<file path="src/rtl/accc_pkg.sv">
`timescale 1ns / 1ps
// ----------------------------------------------------------------------------
// accc_pkg
// Shared constants, command codes, status struct and arithmetic helpers for
// the affine cycle closure checker.
// ----------------------------------------------------------------------------
package accc_pkg;

	localparam int unsigned MODULUS = 768;
	localparam int unsigned VAL_W   = 10;
	localparam int unsigned PROD_W  = 2 * VAL_W;
	localparam int unsigned K_W     = 4;
	localparam int unsigned SH_W    = 2 * VAL_W - 1;
	localparam int unsigned T_W     = 13;
	localparam int unsigned T_SH_W  = T_W + VAL_W - 1;

	typedef logic [VAL_W-1:0]  val_t;
	typedef logic [PROD_W-1:0] prod_t;
	typedef logic [K_W-1:0]    shamt_t;

	localparam val_t MOD_V = val_t'(MODULUS);

	// Datapath commands
	typedef logic [3:0] cmd_t;
	localparam cmd_t CMD_NOP      = 4'd0;
	localparam cmd_t CMD_CAPTURE  = 4'd1;
	localparam cmd_t CMD_LOAD_INV = 4'd2;
	localparam cmd_t CMD_LOAD_GCD = 4'd3;
	localparam cmd_t CMD_LOAD_MOD = 4'd4;
	localparam cmd_t CMD_DIV_STEP = 4'd5;
	localparam cmd_t CMD_INV_FIX  = 4'd6;
	localparam cmd_t CMD_SET_ERR  = 4'd7;
	localparam cmd_t CMD_MUL_INV  = 4'd8;
	localparam cmd_t CMD_NEG_B    = 4'd9;
	localparam cmd_t CMD_MUL_B    = 4'd10;
	localparam cmd_t CMD_RED_B    = 4'd11;
	localparam cmd_t CMD_MUL_A    = 4'd12;
	localparam cmd_t CMD_RED_A    = 4'd13;
	localparam cmd_t CMD_EMIT     = 4'd14;

	typedef struct packed {
		logic r1_zero;
		logic r0_one;
		logic k_zero;
		logic invert;
		logic cycle_end;
	} dp_status_t;

	// Position of the leading one; zero for a zero operand.
	function automatic shamt_t msb_pos(input val_t x);
		shamt_t p;
		p = '0;
		for (int i = 0; i < VAL_W; i++) begin
			if (x[i]) begin
				p = shamt_t'(i);
			end
		end
		return p;
	endfunction

	// First quotient bit position for a shift-subtract division of r0 by r1.
	function automatic shamt_t start_shift(input val_t r0, input val_t r1);
		shamt_t p0;
		shamt_t p1;
		p0 = msb_pos(r0);
		p1 = msb_pos(r1);
		return (p0 > p1) ? shamt_t'(p0 - p1) : '0;
	endfunction

	// Residue mod 3 by folding base-4 digits (4 is 1 mod 3).
	function automatic logic [1:0] mod3_12(input logic [11:0] x);
		logic [4:0] s;
		logic [2:0] s2;
		logic [2:0] s3;
		s = '0;
		for (int i = 0; i < 6; i++) begin
			s = s + 5'(x[2*i +: 2]);
		end
		s2 = 3'(s[1:0]) + 3'(s[3:2]) + 3'(s[4]);
		s3 = 3'(s2[1:0]) + 3'(s2[2]);
		if (s3 >= 3'd3) begin
			s3 = s3 - 3'd3;
		end
		return s3[1:0];
	endfunction

	// Product reduction mod 768 = 3 * 256: low byte passes, upper part mod 3.
	function automatic val_t reduce_prod(input prod_t x);
		return {mod3_12(x[PROD_W-1:8]), x[7:0]};
	endfunction

	// Input fields are below twice the modulus.
	function automatic val_t reduce_in(input val_t x);
		return (x >= MOD_V) ? val_t'(x - MOD_V) : x;
	endfunction

endpackage

</file>
<file path="src/rtl/accc_dpath.sv">
`timescale 1ns / 1ps
// ----------------------------------------------------------------------------
// accc_dpath
// Datapath: input capture, running affine composition, shared multiplier with
// mod reduction, and a shift-subtract extended Euclid unit reused for the
// inverse, the gcd and the final divisibility test.
// ----------------------------------------------------------------------------
module accc_dpath (
	input  logic                clk,
	input  logic                arst_n,
	input  accc_pkg::cmd_t      cmd,
	input  accc_pkg::val_t      map_a,
	input  accc_pkg::val_t      map_b,
	input  logic                invert,
	input  logic                cycle_end,
	output accc_pkg::dp_status_t status,
	output logic                closed,
	output accc_pkg::val_t      composed_a,
	output accc_pkg::val_t      composed_b,
	output logic                not_invertible
);
	import accc_pkg::*;

	localparam logic signed [T_W-1:0] T_MOD = T_W'(MODULUS);

	val_t fa_q;
	val_t fb_q;
	logic inv_q;
	logic end_q;
	val_t acc_mult_q;
	val_t acc_offset_q;
	logic err_q;
	prod_t prod_q;

	val_t r0_q;
	val_t r1_q;
	logic signed [T_W-1:0] t0_q;
	logic signed [T_W-1:0] t1_q;
	shamt_t k_q;

	logic closed_q;
	val_t comp_a_q;
	val_t comp_b_q;
	logic not_inv_q;

	logic [SH_W-1:0] sh_r1;
	logic take;
	val_t rem;
	logic signed [T_SH_W-1:0] t1_sh;
	logic signed [T_SH_W-1:0] t_diff;
	logic signed [T_W-1:0] t0_new;
	logic signed [T_W-1:0] t_fix;
	val_t gcd_x;
	val_t mul_x;
	val_t mul_y;
	prod_t prod_d;
	prod_t sum_b;
	val_t red_b;
	val_t red_p;

	// One quotient digit per cycle; cofactor follows the same subtraction.
	always_comb begin
		sh_r1  = SH_W'(r1_q) << k_q;
		take   = (sh_r1 <= SH_W'(r0_q));
		rem    = take ? val_t'(r0_q - sh_r1[VAL_W-1:0]) : r0_q;
		t1_sh  = T_SH_W'(t1_q) <<< k_q;
		t_diff = T_SH_W'(t0_q) - t1_sh;
		t0_new = take ? T_W'(t_diff) : t0_q;
	end

	always_comb begin
		if (t0_q < 0) begin
			t_fix = t0_q + T_MOD;
		end else if (t0_q >= T_MOD) begin
			t_fix = t0_q - T_MOD;
		end else begin
			t_fix = t0_q;
		end
	end

	assign gcd_x = (acc_mult_q == '0) ? val_t'(MOD_V - 1'b1) : val_t'(acc_mult_q - 1'b1);

	always_comb begin
		case (cmd)
			CMD_MUL_INV: begin
				mul_x = fa_q;
				mul_y = fb_q;
			end
			CMD_MUL_B: begin
				mul_x = acc_mult_q;
				mul_y = fb_q;
			end
			default: begin
				mul_x = acc_mult_q;
				mul_y = fa_q;
			end
		endcase
	end

	assign prod_d = PROD_W'(mul_x) * PROD_W'(mul_y);
	assign sum_b  = prod_q + PROD_W'(acc_offset_q);
	assign red_b  = reduce_prod(sum_b);
	assign red_p  = reduce_prod(prod_q);

	// Architectural state
	always_ff @(posedge clk or negedge arst_n) begin
		if (!arst_n) begin
			acc_mult_q   <= val_t'(1);
			acc_offset_q <= '0;
			err_q        <= 1'b0;
		end else begin
			unique case (cmd)
				CMD_SET_ERR: err_q        <= 1'b1;
				CMD_RED_B:   acc_offset_q <= red_b;
				CMD_RED_A:   acc_mult_q   <= red_p;
				CMD_EMIT: begin
					acc_mult_q   <= val_t'(1);
					acc_offset_q <= '0;
					err_q        <= 1'b0;
				end
				default: ;
			endcase
		end
	end

	// Working and result registers
	always_ff @(posedge clk) begin
		unique case (cmd)
			CMD_CAPTURE: begin
				fa_q  <= reduce_in(map_a);
				fb_q  <= reduce_in(map_b);
				inv_q <= invert;
				end_q <= cycle_end;
			end
			CMD_LOAD_INV: begin
				r0_q <= MOD_V;
				r1_q <= fa_q;
				t0_q <= '0;
				t1_q <= T_W'(1);
				k_q  <= start_shift(MOD_V, fa_q);
			end
			CMD_LOAD_GCD: begin
				r0_q <= MOD_V;
				r1_q <= gcd_x;
				k_q  <= start_shift(MOD_V, gcd_x);
			end
			CMD_LOAD_MOD: begin
				r0_q <= acc_offset_q;
				r1_q <= r0_q;
				k_q  <= start_shift(acc_offset_q, r0_q);
			end
			CMD_DIV_STEP: begin
				if (k_q == '0) begin
					// last digit: remainder becomes the new divisor
					r0_q <= r1_q;
					r1_q <= rem;
					t0_q <= t1_q;
					t1_q <= t0_new;
					k_q  <= start_shift(r1_q, rem);
				end else begin
					r0_q <= rem;
					t0_q <= t0_new;
					k_q  <= k_q - 1'b1;
				end
			end
			CMD_INV_FIX: fa_q <= val_t'(t_fix);
			CMD_MUL_INV, CMD_MUL_B, CMD_MUL_A: prod_q <= prod_d;
			CMD_NEG_B: fb_q <= (red_p == '0) ? '0 : val_t'(MOD_V - red_p);
			CMD_EMIT: begin
				closed_q  <= (r1_q == '0);
				comp_a_q  <= acc_mult_q;
				comp_b_q  <= acc_offset_q;
				not_inv_q <= err_q;
			end
			default: ;
		endcase
	end

	assign status.r1_zero   = (r1_q == '0);
	assign status.r0_one    = (r0_q == val_t'(1));
	assign status.k_zero    = (k_q == '0);
	assign status.invert    = inv_q;
	assign status.cycle_end = end_q;

	assign closed         = closed_q;
	assign composed_a     = comp_a_q;
	assign composed_b     = comp_b_q;
	assign not_invertible = not_inv_q;

	a_emit_clears: assert property (@(posedge clk) disable iff (!arst_n)
		cmd == CMD_EMIT |=> acc_mult_q == val_t'(1) && acc_offset_q == '0 && !err_q)
		else $error("accumulator not back to identity after result");

	a_rem_below_divisor: assert property (@(posedge clk) disable iff (!arst_n)
		cmd == CMD_DIV_STEP && k_q == '0 |=> r1_q < r0_q)
		else $error("division left a remainder not below the divisor");

	a_inverse_in_range: assert property (@(posedge clk) disable iff (!arst_n)
		cmd == CMD_INV_FIX |=> fa_q < MOD_V)
		else $error("inverse multiplier out of range");

endmodule

</file>
<file path="src/rtl/accc_ctrl.sv">
`timescale 1ns / 1ps
// ----------------------------------------------------------------------------
// accc_ctrl
// Controller: sequences capture, inverse, composition, closure test and
// result hand-off; owns the input ready and the output valid.
// ----------------------------------------------------------------------------
module accc_ctrl (
	input  logic                 clk,
	input  logic                 arst_n,
	input  logic                 in_valid,
	output logic                 in_ready,
	output logic                 out_valid,
	input  logic                 out_ready,
	input  accc_pkg::dp_status_t status,
	output accc_pkg::cmd_t       cmd
);
	import accc_pkg::*;

	localparam logic [3:0] S_IDLE     = 4'd0;
	localparam logic [3:0] S_START    = 4'd1;
	localparam logic [3:0] S_CHK      = 4'd2;
	localparam logic [3:0] S_DIV      = 4'd3;
	localparam logic [3:0] S_INV_MUL  = 4'd4;
	localparam logic [3:0] S_INV_NEG  = 4'd5;
	localparam logic [3:0] S_RED_B    = 4'd6;
	localparam logic [3:0] S_MUL_A    = 4'd7;
	localparam logic [3:0] S_RED_A    = 4'd8;
	localparam logic [3:0] S_LOAD_GCD = 4'd9;
	localparam logic [3:0] S_EMIT     = 4'd10;
	localparam logic [3:0] S_MUL_B    = 4'd11;

	localparam logic [1:0] LOOP_INV = 2'd0;
	localparam logic [1:0] LOOP_GCD = 2'd1;
	localparam logic [1:0] LOOP_MOD = 2'd2;

	logic [3:0] state_q;
	logic [3:0] state_d;
	logic [1:0] loop_q;
	logic [1:0] loop_d;
	logic       out_valid_q;
	logic       emit_go;

	assign in_ready  = (state_q == S_IDLE);
	assign out_valid = out_valid_q;
	assign emit_go   = (state_q == S_EMIT) && (!out_valid_q || out_ready);

	always_comb begin
		state_d = state_q;
		loop_d  = loop_q;
		cmd     = CMD_NOP;
		unique case (state_q)
			S_IDLE: begin
				if (in_valid) begin
					cmd     = CMD_CAPTURE;
					state_d = S_START;
				end
			end
			S_START: begin
				if (status.invert) begin
					cmd     = CMD_LOAD_INV;
					loop_d  = LOOP_INV;
					state_d = S_CHK;
				end else begin
					state_d = S_MUL_B;
				end
			end
			S_CHK: begin
				if (!status.r1_zero) begin
					state_d = S_DIV;
				end else if (loop_q == LOOP_INV) begin
					if (status.r0_one) begin
						cmd     = CMD_INV_FIX;
						state_d = S_INV_MUL;
					end else begin
						// non-unit: drop this node, flag the cycle
						cmd     = CMD_SET_ERR;
						state_d = status.cycle_end ? S_LOAD_GCD : S_IDLE;
					end
				end else begin
					cmd     = CMD_LOAD_MOD;
					loop_d  = LOOP_MOD;
					state_d = S_DIV;
				end
			end
			S_DIV: begin
				cmd = CMD_DIV_STEP;
				if (status.k_zero) begin
					state_d = (loop_q == LOOP_MOD) ? S_EMIT : S_CHK;
				end
			end
			S_INV_MUL: begin
				cmd     = CMD_MUL_INV;
				state_d = S_INV_NEG;
			end
			S_INV_NEG: begin
				cmd     = CMD_NEG_B;
				state_d = S_MUL_B;
			end
			S_MUL_B: begin
				cmd     = CMD_MUL_B;
				state_d = S_RED_B;
			end
			S_RED_B: begin
				cmd     = CMD_RED_B;
				state_d = S_MUL_A;
			end
			S_MUL_A: begin
				cmd     = CMD_MUL_A;
				state_d = S_RED_A;
			end
			S_RED_A: begin
				cmd     = CMD_RED_A;
				state_d = status.cycle_end ? S_LOAD_GCD : S_IDLE;
			end
			S_LOAD_GCD: begin
				cmd     = CMD_LOAD_GCD;
				loop_d  = LOOP_GCD;
				state_d = S_CHK;
			end
			S_EMIT: begin
				// hold until the output register is free
				if (emit_go) begin
					cmd     = CMD_EMIT;
					state_d = S_IDLE;
				end
			end
			default: state_d = S_IDLE;
		endcase
	end

	always_ff @(posedge clk or negedge arst_n) begin
		if (!arst_n) begin
			state_q     <= S_IDLE;
			loop_q      <= LOOP_INV;
			out_valid_q <= 1'b0;
		end else begin
			state_q <= state_d;
			loop_q  <= loop_d;
			if (emit_go) begin
				out_valid_q <= 1'b1;
			end else if (out_ready) begin
				out_valid_q <= 1'b0;
			end
		end
	end

	a_valid_from_emit: assert property (@(posedge clk) disable iff (!arst_n)
		$rose(out_valid_q) |-> $past(state_q) == S_EMIT)
		else $error("result raised outside the emit step");

	a_accept_starts: assert property (@(posedge clk) disable iff (!arst_n)
		in_valid && in_ready |=> state_q == S_START)
		else $error("accepted transaction did not start processing");

	a_mod_ends_in_emit: assert property (@(posedge clk) disable iff (!arst_n)
		state_q == S_DIV && loop_q == LOOP_MOD && status.k_zero |=> state_q == S_EMIT)
		else $error("closure test did not reach the emit step");

endmodule

</file>
<file path="src/rtl/affine_cycle_closure_check.sv">
`timescale 1ns / 1ps
// ----------------------------------------------------------------------------
// affine_cycle_closure_check
// Composes affine maps x -> a*x + b mod 768 along a cycle, optionally inverted,
// and on the cycle's last node reports the composed map and its closure.
// ----------------------------------------------------------------------------
// One node is processed at a time; a new node is accepted only once the last one is done.
// A plain node is captured, then composed by multiply and reduce steps for b and then for a.
// An inverted node first inverts a in the shift-subtract Euclid unit (one digit/cycle);
// a non-unit is dropped and flagged. A cycle-ending node then divides the composed offset
// by gcd(composed a - 1, modulus) in the same unit for the closure test.
// The output register frees the input side while a result waits.
// Reset: asynchronous, clears to the identity map with no error and no result.
module affine_cycle_closure_check (
	input  logic           clk,
	input  logic           arst_n,
	input  logic           in_valid,
	output logic           in_ready,
	input  accc_pkg::val_t map_a,
	input  accc_pkg::val_t map_b,
	input  logic           invert,
	input  logic           cycle_end,
	output logic           out_valid,
	input  logic           out_ready,
	output logic           closed,
	output accc_pkg::val_t composed_a,
	output accc_pkg::val_t composed_b,
	output logic           not_invertible
);
	import accc_pkg::*;

	cmd_t       cmd;
	dp_status_t status;

	accc_ctrl u_ctrl (
		.clk       (clk),
		.arst_n    (arst_n),
		.in_valid  (in_valid),
		.in_ready  (in_ready),
		.out_valid (out_valid),
		.out_ready (out_ready),
		.status    (status),
		.cmd       (cmd)
	);

	accc_dpath u_dpath (
		.clk            (clk),
		.arst_n         (arst_n),
		.cmd            (cmd),
		.map_a          (map_a),
		.map_b          (map_b),
		.invert         (invert),
		.cycle_end      (cycle_end),
		.status         (status),
		.closed         (closed),
		.composed_a     (composed_a),
		.composed_b     (composed_b),
		.not_invertible (not_invertible)
	);

endmodule

</file>
<file path="config.mk">
export PLATFORM = sky130hd
export DESIGN_NAME = affine_cycle_closure_check
export DESIGN_NICKNAME = d
export VERILOG_FILES = /design/src/rtl/accc_pkg.sv /design/src/rtl/accc_dpath.sv /design/src/rtl/accc_ctrl.sv /design/src/rtl/affine_cycle_closure_check.sv
export SDC_FILE = /design/constraint.sdc
export NUM_CORES = 1
export LEC_CHECK = 0
export BUFFER_PORTS_ARGS = -buffer_cell sky130_fd_sc_hd__clkbuf_2
export CAP_MARGIN = 20
export CORE_MARGIN = 10
export CORE_UTILIZATION = 50
export DETAILED_ROUTE_END_ITERATION = 16
export GPL_TIMING_DRIVEN = 0
export PLACE_DENSITY_LB_ADDON = 0.2
export SLEW_MARGIN = 30
export SYNTH_ARGS = -nofsm -noshare
export SYNTH_HDL_FRONTEND = slang
export SYNTH_SLANG_ARGS = --single-unit
</file>
<file path="constraint.sdc">
create_clock -name clk -period 7.4 [get_ports clk]
set_clock_uncertainty 0.1 [all_clocks]
set_input_delay 1.48 -clock clk [delete_from_list [all_inputs] [get_ports clk]]
set_output_delay 1.48 -clock clk [all_outputs]
set_load 0.1 [all_outputs]
</file>
==> qor.csv <==
metric,value,unit
final hold violations,0,
top post-synthesis cells by area,"edfxtp_1 (24%), fa_1 (12%), ha_1 (11%)",
DIE WIDTH,190,um
Synth Register Bits,142,
layout cells sized above 1,0.107,
number of global-route vias before repair,11932,
clock buffer depth,2,
Area growth syn-to-layout,10.8,%
critical path arrival,7.15,ns
first-pass GRT wire length,66000,um
Initial Util,0.506,
ant diodes,0,
CTS tree,done,
total of max-cap violations,0,
Worst Setup End Kind,register,
hold path cells,0,
drt first pass iters,5,
Final Hold Slack,0.354,ns
area of the multi-input gates,0.00965,mm2
Total GRT Usage,0.232,
ys async rst share,0.197,
yosys warns,0,
"EDFF count, synth",114,
Sequential cell area,0.00413,mm2
post-synth cell types,73,
CTS buffer count,17,
clock latency on the worst-skew pair,0.45,ns
Final HPWL DP,32800,um
Port Buffers,49,
cell accounting for the most synthesized area,edfxtp_1,
pin count of the biggest net entering global routing,29,
grt ovf,0,
root buffer cell,clkbuf_16,
critical path type,reg -> reg,
critical path required time,7.49,ns
htree depth,4,
R2R depth,24,
Mapped Nets,1854,
crit path time final,7.06,ns
Slew HR,0.357,
average routed wire per standard cell,20.0,um
ANT nets after route,0,
hold path start,u_dpath.acc_mult_q[3]$_DFFE_PN0P_,
"Top FF cell, synth",edfxtp_1,
row cnt,62,
worst min path class,reg -> reg,
die height,190,um
f_max,0.142,GHz
Mean Syn Cell Area,8.96,um2
WHS Endpoint,u_dpath.composed_a[3]$_DFFE_PP_,
GP Congestion,0.943,
outcome,"finished, final reports clean",
"Cell Area, Synth",0.0145,mm2
Critical R2R Launch,u_ctrl.state_q[2]$_DFFE_PN0P_,
final net count,1932,
worst-margin pin slew,0.938,ns
initial antenna violation count,0,
# DRC,0,
Final setup viols,0,
crit path max fanout,10,
# IOs,50,
DRT Wirelength,41700,um
DRT iter0 DRCs,1184,
top-count cell post-synth,nor2_1,
worst setup margin,0.343,ns
CTS Sinks,142,
pre-CTS setup slack,-0.631,ns
Slew Limit Fails,0,
Critical Path Start Type,register,
share of the synthesized area in the top cell type,0.236,
Layout fillers,2598,
number of vias in the routed layout,12351,
most frequent cells after synthesis,"nor2_1 (190), nand2_1 (182), inv_1 (163), ha_1 (122), edfxtp_1 (114)",
Critical R2R Capture,u_dpath.prod_q[18]$_DFFE_PP_,
Setup TNS,0,ns
fin crit share,0.954,
post-synthesis sequential area ratio,0.285,
Syn Inst Count,1617,
via/cell ratio,5.90,
Worst-path clk slew,0.07,ns
Die ar.,0.0362,mm2
Core Region,0.0286,mm2
flop-to-flop setup slack,0.34,ns
## flip-flops by register name, indices dropped and copies added (netlist names), 10 cells and up
signal,count
u_dpath.acc_offset_q,10
u_dpath.r0_q,10
u_dpath.composed_b,10
u_dpath.fa_q,10
u_dpath.t0_q,13
u_dpath.t1_q,13
u_dpath.composed_a,10
u_dpath.r1_q,10
u_dpath.acc_mult_q,10
u_dpath.fb_q,10
u_dpath.prod_q,20
## critical path, stage by stage (launching register included)
cell      delay [ns]
dfrtp_1         0.46
inv_1           0.15
nor2_4          0.22
nand2_1         0.20
o21ai_4         0.16
clkbuf_4        0.30
mux2_2          0.43
nand2_1         0.10
fa_1            0.46
fa_1            0.56
inv_1           0.06
fa_1            0.51
fa_1            0.59
inv_1           0.07
fa_1            0.41
inv_1           0.06
ha_1            0.29
a21oi_2         0.24
nor3b_1         0.27
o211ai_1        0.20
a31oi_2         0.26
nor2b_1         0.07
o21a_1          0.18
o41ai_1         0.32
xnor2_1         0.11
## cells by family (layout without fill, tap and decap cells)
kind of cell	count (synthesis)	count (layout)	synth area share
multiplexers	85	85	0.0644
buffers and inverters	224	315	0.0594
flip-flops	142	142	0.285
XOR/XNOR	78	78	0.0471
adder cells (fa/ha/maj)	211	211	0.228
AO/OA/AOI/OAI	345	345	0.153
AND/OR/NAND/NOR	532	532	0.163
## timing repair
item / 4_1_cts / 5_1_grt
pin swaps: 1 / 6
hold buffers: 0 / 0
buffers inserted: 0 / 8
gates resized for setup: 14 / 23
setup endpoints to repair: 8 / 6
## metal layers
layer	global-route usage	routed length, um
met5	0	0
met4	0.0745	1090
met3	0.0408	3230
met2	0.361	19100
met1	0.321	18300
## area by class of cell
class | count | area share
buffer | 59 | 0.0155
clock buffer | 17 | 0.0265
clock inverter | 15 | 0.0109
inverter | 164 | 0.0383
multi-input combinational | 1251 | 0.601
sequential | 142 | 0.257
tap | 384 | 0.0299
timing repair buffer | 60 | 0.0213
## placed cells by master, fill, tap and decap left out, types with 9 or more instances in the layout
| cell | n |
|---|---|
| a21o_1 | 21 |
| a221oi_1 | 9 |
| xor2_1 | 25 |
| a22oi_1 | 12 |
| clkbuf_1 | 43 |
| nor4_1 | 11 |
| edfxtp_1 | 114 |
| or2_2 | 15 |
| dfrtp_1 | 25 |
| nor2b_1 | 24 |
| clkbuf_2 | 52 |
| nand2_1 | 180 |
| buf_2 | 9 |
| xnor2_1 | 53 |
| a31oi_1 | 13 |
| nand3_1 | 18 |
| nor2_1 | 189 |
| mux2i_1 | 49 |
| inv_1 | 162 |
| a21oi_1 | 69 |
| o21a_1 | 18 |
| ha_1 | 121 |
| buf_4 | 9 |
| fa_1 | 87 |
| nand2b_1 | 16 |
| nor3_1 | 31 |
| o22ai_1 | 10 |
| o21ai_0 | 105 |
| clkbuf_16 | 17 |
| mux2_2 | 26 |
## per-stage QoR
stage                     area [um2]  cells  utilization
final                          16100   2092        0.561
after global routing           16100   2092        0.561
after CTS                      15900   2085        0.557
after detailed placement       15300   2053        0.534
after global placement         15200   2050        0.532
after floorplan                14500   1617            -
## how the worst max path moves through the flow
| stage | start | end | slack (ns) | cells past startpoint |
|---|---|---|---|---|
| after floorplan | u_ctrl.state_q[2]$_DFFE_PN0P_ | u_dpath.prod_q[18]$_DFFE_PP_ | 0.58 | 24 |
| after global placement | u_ctrl.state_q[2]$_DFFE_PN0P_ | u_dpath.prod_q[18]$_DFFE_PP_ | -0.58 | 23 |
| after detailed placement | u_ctrl.state_q[2]$_DFFE_PN0P_ | u_dpath.prod_q[18]$_DFFE_PP_ | -0.63 | 23 |
| after CTS | u_ctrl.state_q[0]$_DFFE_PN0P_ | u_dpath.prod_q[18]$_DFFE_PP_ | 0.01 | 22 |
| after global routing | u_ctrl.state_q[1]$_DFFE_PN0P_ | u_dpath.prod_q[18]$_DFFE_PP_ | -0.02 | 22 |
| final | u_ctrl.state_q[2]$_DFFE_PN0P_ | u_dpath.prod_q[18]$_DFFE_PP_ | 0.34 | 24 |
Power is left out: the tool's default activity adds up to more than one toggle a clock period on the data nets, which glitch-free logic cannot reach.
